===== src/hw/rtl/plm_pkg.sv =====
`timescale 1ns / 1ps
`default_nettype none

package plm_pkg;

   localparam int ENTRY_W   = 32;
   localparam int MAX_BEATS = 64;

   localparam logic [1:0] CMD_INSERT  = 2'd0;
   localparam logic [1:0] CMD_DELETE  = 2'd1;
   localparam logic [1:0] CMD_SEARCH  = 2'd2;
   localparam logic [1:0] CMD_DISPLAY = 2'd3;

   localparam logic [2:0] ST_OK       = 3'd0;
   localparam logic [2:0] ST_FULL     = 3'd1;
   localparam logic [2:0] ST_EMPTY    = 3'd2;
   localparam logic [2:0] ST_BADPOS   = 3'd3;
   localparam logic [2:0] ST_NOTFOUND = 3'd4;

   typedef struct packed {
      logic [2:0]                 status;
      logic [5:0]                 found_index;
      logic signed [ENTRY_W-1:0]  entry_value;
      logic                       last;
   } rsp_beat_type;

endpackage

`default_nettype wire


===== src/hw/rtl/plm_if.sv =====
`timescale 1ns / 1ps
`default_nettype none

interface plm_req_if;
   logic              valid;
   logic              ready;
   logic [1:0]        cmd;
   logic [5:0]        position;
   logic signed [31:0] item_value;

   modport source (output valid, output cmd, output position, output item_value, input ready);
   modport sink   (input valid, input cmd, input position, input item_value, output ready);
endinterface

interface plm_rsp_if;
   logic              valid;
   logic              ready;
   logic [2:0]        status;
   logic [5:0]        found_index;
   logic signed [31:0] entry_value;
   logic              last;

   modport source (output valid, output status, output found_index, output entry_value,
                   output last, input ready);
   modport sink   (input valid, input status, input found_index, input entry_value,
                   input last, output ready);
endinterface

`default_nettype wire


===== src/hw/rtl/plm_ram.sv =====
`timescale 1ns / 1ps
`default_nettype none

module plm_ram #(
   parameter int unsigned DEPTH = 64,
   localparam int AW = $clog2(DEPTH)
) (
   input  wire logic                                 clock,
   input  wire logic                                 wr_en,
   input  wire logic [AW-1:0]                        wr_addr,
   input  wire logic signed [plm_pkg::ENTRY_W-1:0]   wr_data,
   input  wire logic                                 rd_en,
   input  wire logic [AW-1:0]                        rd_addr,
   output      logic signed [plm_pkg::ENTRY_W-1:0]   rd_data
);

   logic signed [plm_pkg::ENTRY_W-1:0] mem [DEPTH];

   always_ff @(posedge clock) begin
      if (wr_en) begin
         mem[wr_addr] <= wr_data;
      end
   end

   always_ff @(posedge clock) begin
      if (rd_en) begin
         rd_data <= mem[rd_addr];
      end
   end

endmodule

`default_nettype wire


===== src/hw/rtl/plm_seq.sv =====
`timescale 1ns / 1ps
`default_nettype none

module plm_seq #(
   parameter int unsigned CAPACITY = 64,
   localparam int AW = $clog2(CAPACITY),
   localparam int CW = $clog2(CAPACITY + 1)
) (
   input  wire logic                                 clock,
   input  wire logic                                 reset,
   input  wire logic                                 in_valid,
   output      logic                                 in_ready,
   input  wire logic [1:0]                           in_cmd,
   input  wire logic [5:0]                           in_pos,
   input  wire logic signed [plm_pkg::ENTRY_W-1:0]   in_val,
   output      logic                                 beat_valid,
   input  wire logic                                 beat_free,
   output      plm_pkg::rsp_beat_type                beat,
   output      logic                                 wr_en,
   output      logic [AW-1:0]                        wr_addr,
   output      logic signed [plm_pkg::ENTRY_W-1:0]   wr_data,
   output      logic                                 rd_en,
   output      logic [AW-1:0]                        rd_addr,
   input  wire logic signed [plm_pkg::ENTRY_W-1:0]   rd_data
);

   localparam logic [2:0] S_IDLE  = 3'd0;
   localparam logic [2:0] S_USE   = 3'd1;
   localparam logic [2:0] S_DHEAD = 3'd2;
   localparam logic [2:0] S_FIN   = 3'd3;
   localparam logic [2:0] S_EMIT  = 3'd4;

   logic [2:0]                         state_ff, state_in;
   logic [CW-1:0]                      count_ff, count_in;
   logic [CW-1:0]                      idx_ff, idx_in;
   logic [1:0]                         cmd_ff, cmd_in;
   logic [5:0]                         pos_ff, pos_in;
   logic signed [plm_pkg::ENTRY_W-1:0] val_ff, val_in;
   logic signed [plm_pkg::ENTRY_W-1:0] removed_ff, removed_in;
   plm_pkg::rsp_beat_type              beat_ff, beat_in;
   logic                               last_entry;

   assign last_entry = (32'(idx_ff) + 32'd1 == 32'(count_ff)) ||
                       (32'(idx_ff) + 32'd1 == 32'(plm_pkg::MAX_BEATS));

   assign beat       = beat_ff;
   assign beat_valid = (state_ff == S_EMIT);
   assign in_ready   = (state_ff == S_IDLE);

   always_comb begin
      state_in   = state_ff;
      count_in   = count_ff;
      idx_in     = idx_ff;
      cmd_in     = cmd_ff;
      pos_in     = pos_ff;
      val_in     = val_ff;
      removed_in = removed_ff;
      beat_in    = beat_ff;
      wr_en      = 1'b0;
      wr_addr    = AW'(idx_ff);
      wr_data    = rd_data;
      rd_en      = 1'b0;
      rd_addr    = '0;
      case (state_ff)
         S_IDLE: begin
            if (in_valid) begin
               cmd_in   = in_cmd;
               pos_in   = in_pos;
               val_in   = in_val;
               state_in = S_EMIT;
               beat_in  = '{plm_pkg::ST_BADPOS, 6'd0, '0, 1'b1};
               case (in_cmd)
                  plm_pkg::CMD_INSERT: begin
                     if (32'(count_ff) >= 32'(CAPACITY)) begin
                        beat_in.status = plm_pkg::ST_FULL;
                     end else if (32'(in_pos) == 32'(count_ff)) begin
                        state_in = S_FIN;
                     end else if (32'(in_pos) < 32'(count_ff)) begin
                        rd_en    = 1'b1;
                        rd_addr  = AW'(count_ff - 1'b1);
                        idx_in   = count_ff;
                        state_in = S_USE;
                     end
                  end
                  plm_pkg::CMD_DELETE: begin
                     if (count_ff == '0) begin
                        beat_in.status = plm_pkg::ST_EMPTY;
                     end else if (32'(in_pos) < 32'(count_ff)) begin
                        rd_en    = 1'b1;
                        rd_addr  = AW'(in_pos);
                        idx_in   = CW'(in_pos);
                        state_in = S_DHEAD;
                     end
                  end
                  plm_pkg::CMD_SEARCH: begin
                     if (count_ff == '0) begin
                        beat_in = '{plm_pkg::ST_NOTFOUND, 6'd0, in_val, 1'b1};
                     end else begin
                        rd_en    = 1'b1;
                        idx_in   = '0;
                        state_in = S_USE;
                     end
                  end
                  default: begin
                     if (count_ff == '0) begin
                        beat_in.status = plm_pkg::ST_EMPTY;
                     end else begin
                        rd_en    = 1'b1;
                        idx_in   = '0;
                        state_in = S_USE;
                     end
                  end
               endcase
            end
         end
         S_USE: begin
            case (cmd_ff)
               plm_pkg::CMD_INSERT: begin
                  // move entry idx-1 up to idx
                  wr_en = 1'b1;
                  if (32'(idx_ff) == 32'(pos_ff) + 32'd1) begin
                     state_in = S_FIN;
                  end else begin
                     rd_en   = 1'b1;
                     rd_addr = AW'(idx_ff - CW'(2));
                     idx_in  = idx_ff - 1'b1;
                  end
               end
               plm_pkg::CMD_DELETE: begin
                  // move entry idx+1 down to idx
                  wr_en = 1'b1;
                  if (32'(idx_ff) + 32'd2 < 32'(count_ff)) begin
                     rd_en   = 1'b1;
                     rd_addr = AW'(idx_ff + CW'(2));
                     idx_in  = idx_ff + 1'b1;
                  end else begin
                     count_in = count_ff - 1'b1;
                     beat_in  = '{plm_pkg::ST_OK, pos_ff, removed_ff, 1'b1};
                     state_in = S_EMIT;
                  end
               end
               plm_pkg::CMD_SEARCH: begin
                  if (rd_data == val_ff) begin
                     beat_in  = '{plm_pkg::ST_OK, 6'(idx_ff), val_ff, 1'b1};
                     state_in = S_EMIT;
                  end else if (32'(idx_ff) + 32'd1 == 32'(count_ff)) begin
                     beat_in  = '{plm_pkg::ST_NOTFOUND, 6'd0, val_ff, 1'b1};
                     state_in = S_EMIT;
                  end else begin
                     rd_en   = 1'b1;
                     rd_addr = AW'(idx_ff + 1'b1);
                     idx_in  = idx_ff + 1'b1;
                  end
               end
               default: begin
                  beat_in  = '{plm_pkg::ST_OK, 6'(idx_ff), rd_data, last_entry};
                  state_in = S_EMIT;
               end
            endcase
         end
         S_DHEAD: begin
            removed_in = rd_data;
            if (32'(idx_ff) + 32'd1 < 32'(count_ff)) begin
               rd_en    = 1'b1;
               rd_addr  = AW'(idx_ff + 1'b1);
               state_in = S_USE;
            end else begin
               count_in = count_ff - 1'b1;
               beat_in  = '{plm_pkg::ST_OK, pos_ff, rd_data, 1'b1};
               state_in = S_EMIT;
            end
         end
         S_FIN: begin
            wr_en    = 1'b1;
            wr_addr  = AW'(pos_ff);
            wr_data  = val_ff;
            count_in = count_ff + 1'b1;
            beat_in  = '{plm_pkg::ST_OK, pos_ff, val_ff, 1'b1};
            state_in = S_EMIT;
         end
         S_EMIT: begin
            if (beat_free) begin
               if (beat_ff.last) begin
                  state_in = S_IDLE;
               end else begin
                  rd_en    = 1'b1;
                  rd_addr  = AW'(idx_ff + 1'b1);
                  idx_in   = idx_ff + 1'b1;
                  state_in = S_USE;
               end
            end
         end
         default: begin
            state_in = S_IDLE;
         end
      endcase
   end

   always_ff @(posedge clock) begin
      if (reset) begin
         state_ff <= S_IDLE;
         count_ff <= '0;
      end else begin
         state_ff <= state_in;
         count_ff <= count_in;
      end
   end

   always_ff @(posedge clock) begin
      idx_ff     <= idx_in;
      cmd_ff     <= cmd_in;
      pos_ff     <= pos_in;
      val_ff     <= val_in;
      removed_ff <= removed_in;
      beat_ff    <= beat_in;
   end

endmodule

`default_nettype wire


===== src/hw/rtl/positional_list_store.sv =====
// Ordered list of signed 32-bit entries held in a single-port-write, one-read synchronous
// RAM of CAPACITY words; one command is processed at a time. Insert and delete move
// every entry behind the position, one RAM word per cycle. Search reads the entries
// in order until a match or the end of the list. Display reads each entry from RAM,
// then passes it to the output register as a beat, and reads the next entry only once
// the output register is free; at most 64 beats, the last one flagged. The response
// beat sits in an output register, so a stalled sink holds only the beat in flight.
// No clearing pass is needed after reset: only entries below the count are ever read.
`timescale 1ns / 1ps
`default_nettype none

module positional_list_store #(
   parameter int unsigned CAPACITY = 64
) (
   input  wire logic  clock,
   input  wire logic  reset,
   plm_req_if.sink    req_ch,
   plm_rsp_if.source  rsp_ch
);

   localparam int AW = $clog2(CAPACITY);

   logic                               wr_en;
   logic [AW-1:0]                      wr_addr;
   logic signed [plm_pkg::ENTRY_W-1:0] wr_data;
   logic                               rd_en;
   logic [AW-1:0]                      rd_addr;
   logic signed [plm_pkg::ENTRY_W-1:0] rd_data;
   logic                               beat_valid;
   logic                               beat_free;
   plm_pkg::rsp_beat_type              beat;
   logic                               rsp_valid_ff, rsp_valid_in;
   plm_pkg::rsp_beat_type              rsp_beat_ff, rsp_beat_in;

   plm_ram #(
      .DEPTH (CAPACITY)
   ) u_ram (
      .clock   (clock),
      .wr_en   (wr_en),
      .wr_addr (wr_addr),
      .wr_data (wr_data),
      .rd_en   (rd_en),
      .rd_addr (rd_addr),
      .rd_data (rd_data)
   );

   plm_seq #(
      .CAPACITY (CAPACITY)
   ) u_seq (
      .clock      (clock),
      .reset      (reset),
      .in_valid   (req_ch.valid),
      .in_ready   (req_ch.ready),
      .in_cmd     (req_ch.cmd),
      .in_pos     (req_ch.position),
      .in_val     (req_ch.item_value),
      .beat_valid (beat_valid),
      .beat_free  (beat_free),
      .beat       (beat),
      .wr_en      (wr_en),
      .wr_addr    (wr_addr),
      .wr_data    (wr_data),
      .rd_en      (rd_en),
      .rd_addr    (rd_addr),
      .rd_data    (rd_data)
   );

   assign beat_free = !rsp_valid_ff || rsp_ch.ready;

   always_comb begin
      rsp_valid_in = rsp_valid_ff;
      rsp_beat_in  = rsp_beat_ff;
      if (beat_valid && beat_free) begin
         rsp_valid_in = 1'b1;
         rsp_beat_in  = beat;
      end else if (rsp_ch.ready) begin
         rsp_valid_in = 1'b0;
      end
   end

   always_ff @(posedge clock) begin
      if (reset) begin
         rsp_valid_ff <= 1'b0;
      end else begin
         rsp_valid_ff <= rsp_valid_in;
      end
   end

   always_ff @(posedge clock) begin
      rsp_beat_ff <= rsp_beat_in;
   end

   assign rsp_ch.valid       = rsp_valid_ff;
   assign rsp_ch.status      = rsp_beat_ff.status;
   assign rsp_ch.found_index = rsp_beat_ff.found_index;
   assign rsp_ch.entry_value = rsp_beat_ff.entry_value;
   assign rsp_ch.last        = rsp_beat_ff.last;

   a_beat_held : assert property (@(posedge clock) disable iff (reset)
      beat_valid && !beat_free |=> beat_valid && $stable(beat))
      else $error("pending beat dropped or altered");

   a_no_rw_clash : assert property (@(posedge clock) disable iff (reset)
      wr_en && rd_en |-> wr_addr != rd_addr)
      else $error("RAM read and write to the same word");

   a_idle_no_beat : assert property (@(posedge clock) disable iff (reset)
      req_ch.ready |-> !beat_valid)
      else $error("command accepted with a beat pending");

   a_error_zero : assert property (@(posedge clock) disable iff (reset)
      rsp_ch.valid && (rsp_ch.status == plm_pkg::ST_FULL ||
                       rsp_ch.status == plm_pkg::ST_EMPTY ||
                       rsp_ch.status == plm_pkg::ST_BADPOS)
      |-> rsp_ch.found_index == 6'd0 && rsp_ch.entry_value == '0 && rsp_ch.last)
      else $error("error beat carries payload");

endmodule

`default_nettype wire


===== src/flat_wrapper.sv =====
// flat-port wrapper written by rule: the top's interface ports become plain ports
module positional_list_store_flat 
#(
   parameter int unsigned CAPACITY = 64
)
  (clock, reset, req_ch_valid, req_ch_cmd, req_ch_position, req_ch_item_value, req_ch_ready, rsp_ch_valid, rsp_ch_status, rsp_ch_found_index, rsp_ch_entry_value, rsp_ch_last, rsp_ch_ready);
  plm_req_if req_ch_i ();
  plm_rsp_if rsp_ch_i ();
  input  wire logic clock;
  input  wire logic reset;
  input wire logic [$bits(req_ch_i.valid)-1:0] req_ch_valid;
  input wire logic [$bits(req_ch_i.cmd)-1:0] req_ch_cmd;
  input wire logic [$bits(req_ch_i.position)-1:0] req_ch_position;
  input wire logic [$bits(req_ch_i.item_value)-1:0] req_ch_item_value;
  output wire logic [$bits(req_ch_i.ready)-1:0] req_ch_ready;
  output wire logic [$bits(rsp_ch_i.valid)-1:0] rsp_ch_valid;
  output wire logic [$bits(rsp_ch_i.status)-1:0] rsp_ch_status;
  output wire logic [$bits(rsp_ch_i.found_index)-1:0] rsp_ch_found_index;
  output wire logic [$bits(rsp_ch_i.entry_value)-1:0] rsp_ch_entry_value;
  output wire logic [$bits(rsp_ch_i.last)-1:0] rsp_ch_last;
  input wire logic [$bits(rsp_ch_i.ready)-1:0] rsp_ch_ready;
  assign req_ch_i.valid = req_ch_valid;
  assign req_ch_i.cmd = req_ch_cmd;
  assign req_ch_i.position = req_ch_position;
  assign req_ch_i.item_value = req_ch_item_value;
  assign req_ch_ready = req_ch_i.ready;
  assign rsp_ch_valid = rsp_ch_i.valid;
  assign rsp_ch_status = rsp_ch_i.status;
  assign rsp_ch_found_index = rsp_ch_i.found_index;
  assign rsp_ch_entry_value = rsp_ch_i.entry_value;
  assign rsp_ch_last = rsp_ch_i.last;
  assign rsp_ch_i.ready = rsp_ch_ready;
  positional_list_store #(.CAPACITY(CAPACITY)) u_core (.clock(clock), .reset(reset), .req_ch(req_ch_i), .rsp_ch(rsp_ch_i));
endmodule

===== config.mk =====
export PLATFORM = sky130hd
export DESIGN_NAME = positional_list_store_flat
export DESIGN_NICKNAME = d
export VERILOG_FILES = /design/src/hw/rtl/plm_pkg.sv /design/src/hw/rtl/plm_if.sv /design/src/hw/rtl/plm_ram.sv /design/src/hw/rtl/plm_seq.sv /design/src/hw/rtl/positional_list_store.sv /design/src/flat_wrapper.sv
export SDC_FILE = /design/constraint.sdc
export NUM_CORES = 2
export LEC_CHECK = 0
export BUFFER_PORTS_ARGS = -buffer_cell sky130_fd_sc_hd__buf_2
export CAP_MARGIN = 10
export CELL_PAD_IN_SITES_DETAIL_PLACEMENT = 0
export CELL_PAD_IN_SITES_GLOBAL_PLACEMENT = 2
export CORE_MARGIN = 4
export CORE_UTILIZATION = 54
export CTS_CLUSTER_SIZE = 10
export DETAILED_ROUTE_END_ITERATION = 8
export GPL_ROUTABILITY_DRIVEN = 0
export PLACE_DENSITY = 0.87
export SLEW_MARGIN = 30
export SYNTH_ARGS = -nofsm -noshare
export SYNTH_HDL_FRONTEND = slang
export SYNTH_HIERARCHICAL = 1
export SYNTH_SLANG_ARGS = --single-unit

===== constraint.sdc =====
create_clock -name clock -period 9 [get_ports clock]
set_input_delay 1.35 -clock clock [delete_from_list [all_inputs] [get_ports clock]]
set_output_delay 1.35 -clock clock [all_outputs]
set_load 0.05 [all_outputs]

# Word-level counts from Yosys, hierarchy flattened
# Memories as Yosys holds them, arrays and structs flattened. A register that Yosys moved wholly into a read port is not among the register bits.
# Cells that the tools add are included.
# totals
out_inout_bits	44
mem_count	1
inputBits	44
ram_bits	2048
elab_cells	171
reg_bits	174
# mem_list
memory	depth	width	read_ports	rd_ports_with_merged_regs	wr	line_no	rtl
u_core.u_ram.mem	64	32	1	1	1	plm_ram.sv:17	logic signed [plm_pkg::ENTRY_W-1:0] mem [DEPTH];
# op_classes
eq_ne	34
muxes	89
order_cmp	4
addsub	9
n_reduce_logical	18
# op_table
cell	n
42-bit 2-to-1 mux	6
42-bit case mux with 4 select lines	1
42-bit case mux with 3 select lines	1
7-bit 2-to-1 mux	16
6-bit 2-to-1 mux	14
7-bit case mux with 3 select lines	3
3-bit 2-to-1 mux	13
39-bit 2-to-1 mux	1
3-bit != test, second input constant	11
32-bit == test	1
32-bit by 7-bit == test with 1-bit output	1
32-bit by 7-bit == test with 1-bit output, second input constant	1
32-bit by 7-bit less-than comparator with 1-bit output	1
32-bit 2-to-1 mux	1
6-bit case mux with 4 select lines	1
1-bit 2-to-1 mux	20
6-bit case mux with 3 select lines	1
3-bit case mux with 5 select lines	1
15-bit AND reduction	1
7-bit by 1-bit adder with 7-bit output, second input constant	2
7-bit case mux with 2 select lines	1
7-bit by 1-bit subtractor with 7-bit output, second input constant	2
2-bit != test, second input constant	6
3-bit case mux with 2 select lines	2
39 further kinds	46

# Depth between registers and ports, before layout
# logic_depth
depth_word	7
ltp_mapped	23
depth_no_buf	17

# Hierarchy
# Netlist, hierarchy kept.
# by_module_without_submodules
mod	seq_area_each_um2	cells_each	instances	area_each_um2
plm_ram	62459.9	3511	1	79359.9
plm_seq	3833.7	778	1	7803.7
positional_list_store	1281.2	47	1	1316.3

# Worst setup path before layout
# OpenSTA, ideal clock, no wires.
# synth_timing
path_type	register -> register
start	register u_core.u_seq.idx_ff[3]
end	register u_core.u_seq.beat_ff, in the netlist u_core/u_seq/beat[0] (enable)
slack_ns	3.437
setup_ns	0.494
path_stages_with_launch	13
t_arrival_ns	5.069
cell_sequence	edfxtp_1 buf_2 buf_1 nand3_1 nor2_1 xnor2_1 inv_1 ha_1 and3_1 a21bo_2 nand3_1 nand2_1 nor3_1
# synth_between
elab_chain_cells	4
# synth_rtl
item	line_no	rtl
start, declared	plm_seq.sv:35	logic [CW-1:0] idx_ff, idx_in;
start signal, assigned	plm_seq.sv:210	idx_ff <= idx_in;
7-bit by 1-bit adder with 8-bit output / 7-bit by 2-bit adder with 8-bit output (equally long branches)	plm_seq.sv:146, plm_seq.sv:163, plm_seq.sv:132	
32-bit by 7-bit less-than comparator with 1-bit output (tied with other cells)	plm_seq.sv:163	if (32'(idx_ff) + 32'd1 < 32'(count_ff)) begin
2-bit != test (no source line) (tied with other cells)	--	
6-bit AND reduction (no source line) (*)	--	
end signal, assigned	plm_seq.sv:215	beat_ff <= beat_in;
end, declared	plm_seq.sv:40	plm_pkg::rsp_beat_type beat_ff, beat_in;
# Every way passes the cells marked *; elsewhere a longest branch is shown, timed or not.
# A chain may end at the register's enable or synchronous reset.

# Final worst setup path
# layout_timing
start	register u_core.u_seq.idx_ff[2]
end	register u_core/u_ram/rd_data[30] in the netlist's numbering (read register of u_core.u_ram.mem) (data pin)
# layout_between
elab_chain_cells	6
# layout_rtl
item	line_no	rtl
branches (longest 5 deep; another with 32-bit by 7-bit less-than comparator with 1-bit output)	--	
6-bit case mux with 4 select lines (*)	plm_seq.sv:64	case (state_ff)
named net u_core.rd_addr[1]	positional_list_store.sv:27	logic [AW-1:0] rd_addr;
end, declared	plm_ram.sv:14	output logic signed [plm_pkg::ENTRY_W-1:0] rd_data
# Mark *: on every way through the listed nets, which the timed path passes.

==> metrics <==
status finished clean; Setup Skew 0.06615 ns; Initial Util 0.5436; first-pass GRT wire length 331500 um; Crit Path Max Fanout 110; largest net degree at the start of global routing 126; row cnt 148; worst slew pin tran roughly 0.99 ns; number of remaining DRC errors 0; Main synth FF type edfxtp_1; Avg WL per Cell 34.08 um; layout cells sized above 1 0.2413; iteration count of the initial detailed-routing pass 9; YS warnings 6; crit-path cells ha_1 > nand2_1 > xor2_1 > inv_1 > ha_1 > and4b_1 > o211a_1 > nor2b_1 > nand2_1 > o21a_1 > o221ai_4 > buf_12 > mux4_2 > mux2i_1 > a211o_1 > o21ai_0 > and3_1; Core ar. ~0.16 sq mm; Final Setup Violations 0; Pleak 30.50 nW; Hold WC Path Type flip-flop to flip-flop; CTS max path bufs 4; met3 WL 29410 um; max incr delay on CP 0.73 ns; fin crit share 0.7258; clock-pin slew on the worst setup and hold paths about 0.060 ns; RSZ-0062 raised after global routing false; EDFF count, synth roughly 2200; Worst VDD drop roughly 220 uV; synthesized area per cell 20.41 sq um; Startpoint Class flip-flop; # Post-CTS Setup Buffers 0; vias in the first global route 45760; Vias/cell approximately 6.8; Async SR Flop Fraction 0; die footprint around 0.17 sq mm; remaining global-route overflow 0; sequential area share after synthesis 0.7637; f_max 0.1531 GHz; pwr dens 322.7 mW/mm^2; Initial DRC Count 7234; GRT Overall Usage 0.2736; Post-DRT Antenna Nets 0; Max Cap Viol 0; DR vias 45920; ant diodes 0; Synth Register Bits about 2300; synthesized instance count between 4000 and 5000; clock sink total 2254; setup TNS 0 ns; Final Critical Period 6.532 ns; Crit Path Class flip-flop to flip-flop; IO Port Bufs 87; sw frac 0.3121; IO Pins between 80 and 90; final WL 231100 um; Area after DPL 0.09205 sq mm; HPWL after DPL 127600 um; PnR Total Power 32.03 mW; commonest non-fill, non-tap cell in the layout edfxtp_1; CTS resizes 0; Root Driver clkbuf_16; uppermost layer routed met4; quantity of hold-fixing buffers added after cts 0; post-synth top area share 0.7612; Pins Over Slew Limit 0; Hold Vio Cnt, Final 0; area delta synth->final 12.18%; Clock Power Share 0.290; Req. time, crit path 9.62 ns; Slowest cell on crit path o221ai_4; Sw Pwr 9.997 mW; commonest non-fill, non-tap cells in the layout 2243 x edfxtp_1, 446 x mux4_2, 283 x clkbuf_16; clock latency at the later pin of the worst-skew pair 0.90 ns; part of the power in registers 0.445; dominant cells by area after synthesis edfxtp_1 76%, mux4_2 11%, mux2i_1 2.2%; CTS Buf Count roughly 280; synthesized cell area roughly 0.09 sq mm; initial antenna violation count 5; Int Pwr around 22 mW; nets 4665; die span in x ~410 um; CTS tree yes; cell area after layout 0.09926 sq mm; Worst Setup Slack post-DPL 2.359 ns; library cells used by synthesis 81; worst path arrival time 7.15 ns; Mapped Nets around 4400; Critical Path Sink Type flip-flop; Worst slew margin 0.3387; Comb power frac 0.264; Fill cells 11030; met2 WL around 110000 um; Yosys top cell by area edfxtp_1; Die Y 412.8 um; H-tree Lvls 5; Final WS setup 2.468 ns; wire length on met1 between 80000 and 90000 um
## worst max-delay path: cells and delay by family, from the launching register on
kind / cells / cell delay, ns
xor+xnor: 1 / 0.41
fa+ha+maj: 2 / 0.68
flops: 1 / 0.62
mux: 2 / 1.06
compound gates: 5 / 1.89
simple gates: 5 / 0.89
buf+inv: 2 / 0.63
## flip-flops by register name, indices dropped and copies added, names as in the netlist, 2 cells and up
register                   flops
u_core/rsp_ch.found_index      6
u_core/u_seq/count_ff          7
u_core/u_seq/beat             42
u_core/u_seq/state_ff          3
u_core/u_seq/pos_ff            6
u_core/u_seq/val_ff           32
u_core/u_ram/rd_data          32
u_core/u_seq/cmd_ff            2
u_core/rsp_ch.entry_value     32
u_core/u_seq/idx_ff            7
u_core/rsp_ch.status           3
u_core/u_ram/mem            2048
u_core/u_seq/removed_ff       32
## layout make-up
class	count	area (sq um)	area share
flip-flops and latches	2254	67570	0.6808
multi-input cells	1806	20150	0.2030
clock buffers	286	7093	0.07146
well taps	2175	2721	0.02742
repair buffers	219	1526	0.01538
inverters	30	112.6	0.001135
clock inverters	10	80.08	0.0008068
## metal layers
metal | global-route usage | vias to the layer above
met2 | 0.4202 | 3097
met5 | 0 | -
met1 | 0.3926 | 24030
met4 | 0.08299 | 0
li1 | - | 18380
met3 | 0.06961 | 414
## path summary, 6_finish.rpt
check                                       startpoint                  endpoint  slack (ns)  cells after the start
worst min register to register   u_core/u_seq/beat[41]   u_core/rsp_ch.status[2]        0.39                      0
worst min-delay path             u_core/u_seq/beat[41]   u_core/rsp_ch.status[2]        0.39                      0
worst max-delay path            u_core/u_seq/idx_ff[2]  u_core/u_ram/rd_data[30]        2.47                     17
worst max register to register  u_core/u_seq/idx_ff[2]  u_core/u_ram/rd_data[30]        2.47                     17
## power by group through the flow
stage	Clock (mW)	Sequential, mW	Combinational [mW]
2_1_floorplan	0	14.4	5.48
3_3_place_gp	0	14.5	8.19
3_5_place_dp	0	14.5	8.37
4_1_cts	9.42	14.2	8.40
5_1_grt	9.90	14.3	9.00
6_report	9.30	14.3	8.47
## cells in the mapped netlist, types with 28 or more instances
cell	count
inv_1	30
clkbuf_1	101
buf_4	28
ha_1	33
a22oi_1	129
mux2i_1	197
a21oi_1	51
nand3_1	69
nor2_1	123
buf_2	61
a222oi_1	32
nand2_1	233
mux4_2	446
o22ai_1	44
xnor2_1	49
o21ai_0	41
buf_6	35
edfxtp_1	2243
## per-stage QoR
step / std cells / util / hold WS, ns
3_5_place_dp: 6484 / 0.5655 / 0.4045
4_1_cts: 6780 / 0.6096 / 0.3943
5_1_grt: 6780 / 0.6098 / 0.4176
3_3_place_gp: 6484 / 0.5649 / 0.4003
6_report: 6780 / 0.6098 / 0.3914
2_1_floorplan: 4336 / - / 0.4003
## kinds of logic after synthesis
family,Yosys count,synth area share
compound gates,490,0.04080
mux,648,0.1364
xor+xnor,61,0.006038
simple gates,574,0.03036
flops,2254,0.7637
buf+inv,276,0.01796
fa+ha+maj,33,0.004667
Note: power is estimated with default switching activity, not from simulation.
